<file path="config.mk">
export PLATFORM = sky130hd
export DESIGN_NAME = stick_radial_deadzone
export DESIGN_NICKNAME = d
export VERILOG_FILES = /design/src/design/srdz_pkg.sv /design/src/design/stick_radial_deadzone.sv
export SDC_FILE = /design/constraint.sdc
export NUM_CORES = 2
export LEC_CHECK = 0
export ABC_AREA = 1
export BUFFER_PORTS_ARGS = -buffer_cell sky130_fd_sc_hd__buf_2
export CORE_ASPECT_RATIO = 1.2
export CORE_MARGIN = 1.5
export CORE_UTILIZATION = 60
export CTS_CLUSTER_DIAMETER = 50
export DETAILED_ROUTE_END_ITERATION = 8
export PLACE_DENSITY = 0.74
export SYNTH_ARGS = -nofsm -noshare
export SYNTH_HDL_FRONTEND = slang
export SYNTH_SLANG_ARGS = --single-unit
</file>
<file path="constraint.sdc">
create_clock -name clk -period 13.2 [get_ports clk]
set_input_delay 2.64 -clock clk [delete_from_list [all_inputs] [get_ports clk]]
set_output_delay 2.64 -clock clk [all_outputs]
set_load 0.03 [all_outputs]
</file>
<file path="src/design/srdz_pkg.sv">
// ----------------------------------------------------------------------------
// srdz_pkg - shared types for the stick radial deadzone block
// sequencer state codes and configuration register indexes
// ----------------------------------------------------------------------------
package srdz_pkg;

  // one-hot sequencer states
  typedef enum logic [13:0] {
    S_IDLE  = 14'b00000000000001,
    S_SQX   = 14'b00000000000010,
    S_SQY   = 14'b00000000000100,
    S_SUM   = 14'b00000000001000,
    S_ROOT  = 14'b00000000010000,
    S_CHK   = 14'b00000000100000,
    S_CLAMP = 14'b00000001000000,
    S_MAG   = 14'b00000010000000,
    S_DIVM  = 14'b00000100000000,
    S_MULX  = 14'b00001000000000,
    S_DIVX  = 14'b00010000000000,
    S_MULY  = 14'b00100000000000,
    S_DIVY  = 14'b01000000000000,
    S_FIN   = 14'b10000000000000
  } state_t;

  localparam int CFG_IDX_BITS = 2;

  // configuration register indexes
  typedef enum logic [CFG_IDX_BITS-1:0] {
    CFG_CENTER_X     = 2'd0,
    CFG_CENTER_Y     = 2'd1,
    CFG_INNER_RADIUS = 2'd2,
    CFG_RADIUS_RANGE = 2'd3
  } cfg_idx_t;

endpackage

</file>
<file path="src/design/stick_radial_deadzone.sv">
// ----------------------------------------------------------------------------
// stick_radial_deadzone - radial deadzone and ring rescaling for one stick
// subtracts the center, takes the integer distance, applies the deadzone and
// rescales both offsets across the live ring, keeping the direction
// ----------------------------------------------------------------------------
//
//  channel  ports                                  handshake
//  -------  -------------------------------------  ---------------------------
//  input    in_x_sample, in_y_sample               start high while busy low
//  result   out_x_out, out_y_out                   out_valid, one-cycle strobe
//  config   cfg_index, cfg_data                    cfg_valid and cfg_ready
//
//  - the bit-serial root and the three long divisions all run on one
//    shared subtract/compare unit
//  - a sample inside the deadzone skips the divisions
//  - busy is high from the accepting edge until the strobe is raised
//  - synchronous active-low reset restores the default calibration
//  - the receiver cannot stall; the result is shown for exactly one cycle
//  - cfg_ready is always high; writes are meant for idle periods only
//
module stick_radial_deadzone
  import srdz_pkg::*;
#(
  parameter int SAMPLE_BITS = 16
) (
  input  logic                    clk,
  input  logic                    rst_n,
  // request channel
  input  logic                    start,
  output logic                    busy,
  input  logic [SAMPLE_BITS-1:0]  in_x_sample,
  input  logic [SAMPLE_BITS-1:0]  in_y_sample,
  // result channel
  output logic                    out_valid,
  output logic [SAMPLE_BITS-1:0]  out_x_out,
  output logic [SAMPLE_BITS-1:0]  out_y_out,
  // configuration channel
  input  logic                    cfg_valid,
  output logic                    cfg_ready,
  input  logic [CFG_IDX_BITS-1:0] cfg_index,
  input  logic [SAMPLE_BITS-1:0]  cfg_data
);

  localparam int W     = SAMPLE_BITS;
  localparam int PW    = 2 * W;       // product and dividend width
  localparam int NB    = 2 * W + 2;   // radicand width, even
  localparam int UW    = W + 4;       // shared subtractor width
  localparam int CNT_W = $clog2(2 * W);

  localparam logic [CNT_W-1:0] ROOT_LAST = CNT_W'(W);
  localparam logic [CNT_W-1:0] DIV_LAST  = CNT_W'(2 * W - 1);

  localparam logic [W-1:0] OUT_CENTER = {1'b1, {(W-1){1'b0}}};
  localparam logic [W-1:0] OUT_MAG    = {1'b0, {(W-1){1'b1}}};
  localparam logic [W-1:0] SAMPLE_MAX = {W{1'b1}};
  localparam logic [W-1:0] ONE_W      = {{(W-1){1'b0}}, 1'b1};

  // calibration registers
  logic [W-1:0] center_x_r, center_y_r, inner_r, range_r;

  // sequencer and datapath registers
  state_t        state_r;
  logic [CNT_W-1:0] cnt_r;
  logic [W-1:0]  ax_r, ay_r;       // offset magnitudes
  logic          nx_r, ny_r;       // offset signs
  logic [NB-1:0] acc_r;            // sum of squares, shifted out two bits a step
  logic [W:0]    root_r;           // distance
  logic [W+1:0]  rem_r;            // partial remainder, root and divide
  logic [PW-1:0] quo_r;            // dividend in, quotient out
  logic [W:0]    div_r;            // divisor
  logic [W:0]    excess_r;         // distance beyond the inner radius
  logic [W-1:0]  num_r;            // clamped ring position
  logic [W-1:0]  m_r;              // output magnitude
  logic [W-1:0]  mx_r;             // scaled x magnitude
  logic          out_valid_r;
  logic [W-1:0]  out_x_r, out_y_r;

  // shared multiplier, registered into quo_r
  logic [W-1:0]  mul_a, mul_b;
  logic [PW-1:0] mul_p;

  // shared subtract/compare unit
  logic [UW-1:0] alu_a, alu_b;
  logic [UW:0]   alu_diff;
  logic          alu_ge;

  logic [W-1:0]  range_eff;
  logic          is_root, is_div;

  // ring width of zero acts as one
  assign range_eff = (range_r == '0) ? ONE_W : range_r;

  assign is_root = (state_r == S_ROOT);
  assign is_div  = (state_r == S_DIVM) || (state_r == S_DIVX) || (state_r == S_DIVY);

  // operand select for the multiplier
  always_comb begin
    mul_a = ax_r;
    mul_b = ax_r;
    unique case (state_r)
      S_SQY: begin
        mul_a = ay_r;
        mul_b = ay_r;
      end
      S_MAG: begin
        mul_a = num_r;
        mul_b = OUT_MAG;
      end
      S_MULX: begin
        mul_a = ax_r;
        mul_b = quo_r[W-1:0];
      end
      S_MULY: begin
        mul_a = ay_r;
        mul_b = m_r;
      end
      default: begin
        mul_a = ax_r;
        mul_b = ax_r;
      end
    endcase
  end

  assign mul_p = mul_a * mul_b;

  // root step: trial 4*root+1 against remainder with next bit pair
  // divide step: divisor against remainder with next dividend bit
  always_comb begin
    if (is_root) begin
      alu_a = {rem_r, acc_r[NB-1 -: 2]};
      alu_b = {1'b0, root_r, 2'b01};
    end else begin
      alu_a = {2'b00, rem_r[W:0], quo_r[PW-1]};
      alu_b = {3'b000, div_r};
    end
  end

  assign alu_diff = {1'b0, alu_a} - {1'b0, alu_b};
  assign alu_ge   = !alu_diff[UW];

  // re-center with saturation to the sample range
  function automatic logic [W-1:0] place_fn(input logic [W-1:0] mag, input logic neg);
    logic [W:0] sum;
    sum = {1'b0, OUT_CENTER} + {1'b0, mag};
    if (neg && (mag != '0)) begin
      place_fn = (mag >= OUT_CENTER) ? '0 : OUT_CENTER - mag;
    end else begin
      place_fn = (sum > {1'b0, SAMPLE_MAX}) ? SAMPLE_MAX : sum[W-1:0];
    end
  endfunction

  // calibration writes, taken at any time
  always_ff @(posedge clk) begin
    if (!rst_n) begin
      center_x_r <= OUT_CENTER;
      center_y_r <= OUT_CENTER;
      inner_r    <= '0;
      range_r    <= OUT_MAG;
    end else if (cfg_valid && cfg_ready) begin
      unique case (cfg_idx_t'(cfg_index))
        CFG_CENTER_X:     center_x_r <= cfg_data;
        CFG_CENTER_Y:     center_y_r <= cfg_data;
        CFG_INNER_RADIUS: inner_r    <= cfg_data;
        CFG_RADIUS_RANGE: range_r    <= cfg_data;
        default: ;
      endcase
    end
  end

  // sequencer control
  always_ff @(posedge clk) begin
    if (!rst_n) begin
      state_r     <= S_IDLE;
      cnt_r       <= '0;
      out_valid_r <= 1'b0;
    end else begin
      out_valid_r <= 1'b0;
      unique case (state_r)
        S_IDLE:  if (start) state_r <= S_SQX;
        S_SQX:   state_r <= S_SQY;
        S_SQY:   state_r <= S_SUM;
        S_SUM: begin
          state_r <= S_ROOT;
          cnt_r   <= '0;
        end
        S_ROOT: begin
          cnt_r <= cnt_r + 1'b1;
          if (cnt_r == ROOT_LAST) state_r <= S_CHK;
        end
        S_CHK:   state_r <= (root_r <= {1'b0, inner_r}) ? S_FIN : S_CLAMP;
        S_CLAMP: state_r <= S_MAG;
        S_MAG: begin
          state_r <= S_DIVM;
          cnt_r   <= '0;
        end
        S_DIVM: begin
          cnt_r <= cnt_r + 1'b1;
          if (cnt_r == DIV_LAST) state_r <= S_MULX;
        end
        S_MULX: begin
          state_r <= S_DIVX;
          cnt_r   <= '0;
        end
        S_DIVX: begin
          cnt_r <= cnt_r + 1'b1;
          if (cnt_r == DIV_LAST) state_r <= S_MULY;
        end
        S_MULY: begin
          state_r <= S_DIVY;
          cnt_r   <= '0;
        end
        S_DIVY: begin
          cnt_r <= cnt_r + 1'b1;
          if (cnt_r == DIV_LAST) state_r <= S_FIN;
        end
        S_FIN: begin
          state_r     <= S_IDLE;
          out_valid_r <= 1'b1;
        end
        default: state_r <= S_IDLE;
      endcase
    end
  end

  // datapath
  always_ff @(posedge clk) begin
    unique case (state_r)
      S_IDLE: begin
        // offsets as sign and magnitude
        nx_r <= (in_x_sample < center_x_r);
        ny_r <= (in_y_sample < center_y_r);
        ax_r <= (in_x_sample < center_x_r) ? center_x_r - in_x_sample
                                            : in_x_sample - center_x_r;
        ay_r <= (in_y_sample < center_y_r) ? center_y_r - in_y_sample
                                            : in_y_sample - center_y_r;
      end
      S_SQX:  quo_r <= mul_p;
      S_SQY: begin
        acc_r <= {2'b00, quo_r};
        quo_r <= mul_p;
      end
      S_SUM: begin
        acc_r  <= acc_r + {2'b00, quo_r};
        rem_r  <= '0;
        root_r <= '0;
      end
      S_ROOT: begin
        rem_r  <= alu_ge ? alu_diff[W+1:0] : alu_a[W+1:0];
        root_r <= {root_r[W-1:0], alu_ge};
        acc_r  <= {acc_r[NB-3:0], 2'b00};
      end
      S_CHK: begin
        // inside the deadzone both magnitudes are zero
        mx_r     <= '0;
        quo_r    <= '0;
        excess_r <= root_r - {1'b0, inner_r};
      end
      S_CLAMP: num_r <= (excess_r > {1'b0, range_eff}) ? range_eff : excess_r[W-1:0];
      S_MAG: begin
        quo_r <= mul_p;
        rem_r <= '0;
        div_r <= {1'b0, range_eff};
      end
      S_MULX: begin
        m_r   <= quo_r[W-1:0];
        quo_r <= mul_p;
        rem_r <= '0;
        div_r <= root_r;
      end
      S_MULY: begin
        mx_r  <= quo_r[W-1:0];
        quo_r <= mul_p;
        rem_r <= '0;
      end
      S_DIVM, S_DIVX, S_DIVY: begin
        rem_r <= alu_ge ? alu_diff[W+1:0] : alu_a[W+1:0];
        quo_r <= {quo_r[PW-2:0], alu_ge};
      end
      S_FIN: begin
        out_x_r <= place_fn(mx_r, nx_r);
        out_y_r <= place_fn(quo_r[W-1:0], ny_r);
      end
      default: ;
    endcase
  end

  assign busy      = (state_r != S_IDLE);
  assign cfg_ready = 1'b1;
  assign out_valid = out_valid_r;
  assign out_x_out = out_x_r;
  assign out_y_out = out_y_r;

  // the strobe only follows the final sequencer step
  a_strobe_after_fin: assert property (@(posedge clk) disable iff (!rst_n)
    out_valid |-> $past(state_r == S_FIN))
    else $error("result strobe without a finished request");

  // an accepted request makes the block busy
  a_start_busy: assert property (@(posedge clk) disable iff (!rst_n)
    start && !busy |=> busy)
    else $error("accepted request did not start the sequencer");

  // the block only goes idle by delivering a result
  a_idle_after_result: assert property (@(posedge clk) disable iff (!rst_n)
    $fell(busy) && $past(rst_n) |-> out_valid)
    else $error("request dropped without a result");

  // zero magnitude on x gives the centered output
  a_center_x: assert property (@(posedge clk) disable iff (!rst_n)
    out_valid && (mx_r == '0) |-> out_x_out == OUT_CENTER)
    else $error("zero x magnitude not centered");

  // during the root and divider iterations the counter stays in range and the two never overlap
  a_alu_use: assert property (@(posedge clk) disable iff (!rst_n)
    (is_root || is_div) |-> (cnt_r <= DIV_LAST) && !(is_root && is_div))
    else $error("iteration counter out of range");

endmodule
</file>
==> flow_summary.toml <==
[placement]
port_buffers = 87
dp_hpwl_um = 76700
gp_congestion = 1.02

[sta]
skew_ps = 25.5
setup_viol = 0
post-route-min-period_ps = 8380
fin_crit_sh = 0.635
hold_violations = 0
worst_pin_slew_ps = 1230
max_freq_mhz = 119
slew_violations = 0
relSlewSlack = 0.178
rsz0062_at_grt = "no"
fin_setup_tns_ps = 0

[cells_and_area]
area_delta_synth_final_pct = 8.35
final_common_cell = "nand2_1"
nFillCells = 4805
diodes = 0
most-common-layout-cells = "1078 x nand2_1, 719 x inv_1, 417 x nor2_1, 307 x o21ai_0, 256 x ha_1"
nets = 4817
drive_gt1_frac = 0.0651

[critical_path]
worst_r2r_path_depth = 34
r2r-end = "quo_r[31]$_DFFE_PP_"
rrSetupSlack_ps = 4820
startpoint_type = "flip-flop"
cpPeakStageDelay_ps = 950
cpMaxStageDelayCell = "inv_1"
rr_startpoint = "state_r[7]$_SDFFE_PN0P_"
cp.arrival_ps = 8740
required_ps = 13560
cp-end-kind = "flip-flop"
path_class = "flip-flop to flip-flop"
crit_fanout = 41

[clock_network]
cts_resized = 0
clockRootBuffer = "clkbuf_16"
clk_latency_ps = 620
cts_hold_buffers = 0
clk_pin_slew_ps = 60
numCtsBuffers = 47
post_cts_buffers = 0
clock-sinks = 333
ctsLongestPathBuffers = 3
cts_tree = "done"
htreeDepth = 2

[floorplanning]
boundaryPins = 89
dieArea_um2 = 54600
fp.dieW_um = 214
initial_core_util = 0.607
die_h_um = 256
core_area_um2 = 52600
rows = 92

[logic_synthesis]
syn-mean-instance-area_um2 = 7.49
synth_area_leaders = "edfxtp_1 23%, nand2_1 13%, fa_1 13%, ha_1 10%, inv_1 8.5%"
synthDistinctLibCells = 56
yosysTopAreaCellShare = 0.234
ys_dominant_reg_cell = "edfxtp_1"
synth_edf_count = 249
syn_inst = 4263
yosysWarnings = 0
async_reset_ff_frac = 0
synth_area_um2 = 31900
yosysTopAreaCell = "edfxtp_1"
yosysSeqAreaShare = 0.287
synth_nets = 4774
synth-seq-cells = 333

[worst_hold_path]
hold_end = "inner_r[13]$_SDFFE_PN0P_"
hold_class = "flip-flop to flip-flop"
hold_depth = 2
min_from = "inner_r[13]$_SDFFE_PN0P_"

[routing]
wire_per_inst_um = 19.0
vias_per_cell = 5.66
ant_nets = 0
wl_met2_um = 46200
m1WireLength_um = 36000
firstDrtPassIters = 8
wl_met3_um = 6130
drt_wl_total_um = 96100
vias = 28600
drtIter0Drc = 2112
top_layer = "met4"
drc = 2

[outcome]
violations = "DRC"
outcome = "complete, but fails checks"

[global_route]
antenna_found_initial = 0
track_usage = 0.356
globalRouteOverflowTotal = 0
grt_pass1_wl_um = 149000
grt_max_degree = 73
grt_pass1_vias = 28000

[flow_run]
cap_violations = 0
metrics by stage:
stage	instances	util	hold WS, ps	instance area, um^2	worst slack [ps]
global route	5050	0.658	492	34600	4360
finish	5050	0.658	464	34600	4820
floorplan	4263	-	428	31900	6760
detailed placement	4962	0.625	456	32900	4930
global placement	4962	0.625	446	32900	5050
CTS	5050	0.658	467	34600	4930
routing by layer:
layer / GRT usage / vias to the layer above
met5: 0 / -
met4: 0.247 / 0
met3: 0.0666 / 406
met2: 0.608 / 1136
met1: 0.399 / 13300
li1: - / 13700
cell usage after synthesis, drive strengths merged (28+ instances only):
master and instances:
inv 744, buf 49, nand3 182, a21oi 243
xor2 84, xnor2 28, edfxtp 249, ha 256
fa 201, nand4 56, o21ai 315, nor2 426
nand2 1095, clkbuf 68, dfxtp 84, nor3 38
final cells by class:
cell class	count	area, um^2	share of cell area
Inverter	747	2810	0.0812
Clock inverter	36	513	0.0148
Multi-Input combinational cell	3066	19400	0.561
Timing Repair Buffer	111	616	0.0178
Tap cell	705	882	0.0255
Clock buffer	52	1190	0.0345
Sequential cell	333	9160	0.265
worst max-delay path, delay by kind of cell (launching register included):
family / cells / cell delay [ps]
adder cells (fa/ha/maj): 7 / 3430
AND/OR/NAND/NOR: 18 / 2380
buffers and inverters: 9 / 1950
flip-flops: 1 / 330
state kept, by name (all words and copies together) (netlist names), 17 cells and up:
| name | flops |
|---|---|
| div_r | 17 |
| quo_r | 32 |
| root_r | 17 |
| acc_r | 34 |
| rem_r | 18 |
| excess_r | 17 |
kinds of logic (layout without fill, tap and decap cells):
kind of cell	after synthesis	after routing	synth area share
AOI/OAI and AO/OA	654	654	0.113
xor gates and xnor gates	112	112	0.0307
adders and majority gates	457	457	0.226
buffers and inverters	864	946	0.105
DFF	333	333	0.287
other	1	1	0.000117
and+or+nand+nor	1842	1842	0.238
worst max path at each step:
stage                             from             endpoint  slack, ps  cells past startpoint
2_1_floorplan  state_r[3]$_SDFFE_PN0P_  quo_r[31]$_DFFE_PP_       6760                     35
3_3_place_gp   state_r[0]$_SDFFE_PN1P_  quo_r[31]$_DFFE_PP_       5050                     32
3_5_place_dp   state_r[0]$_SDFFE_PN1P_  quo_r[31]$_DFFE_PP_       4930                     34
4_1_cts        state_r[7]$_SDFFE_PN0P_  quo_r[31]$_DFFE_PP_       4930                     34
5_1_grt        state_r[0]$_SDFFE_PN1P_  quo_r[31]$_DFFE_PP_       4360                     32
6_report       state_r[7]$_SDFFE_PN0P_  quo_r[31]$_DFFE_PP_       4820                     34
Power is left out: the tool's default activity adds up to more than one toggle a clock period on the data nets, which glitch-free logic cannot reach.
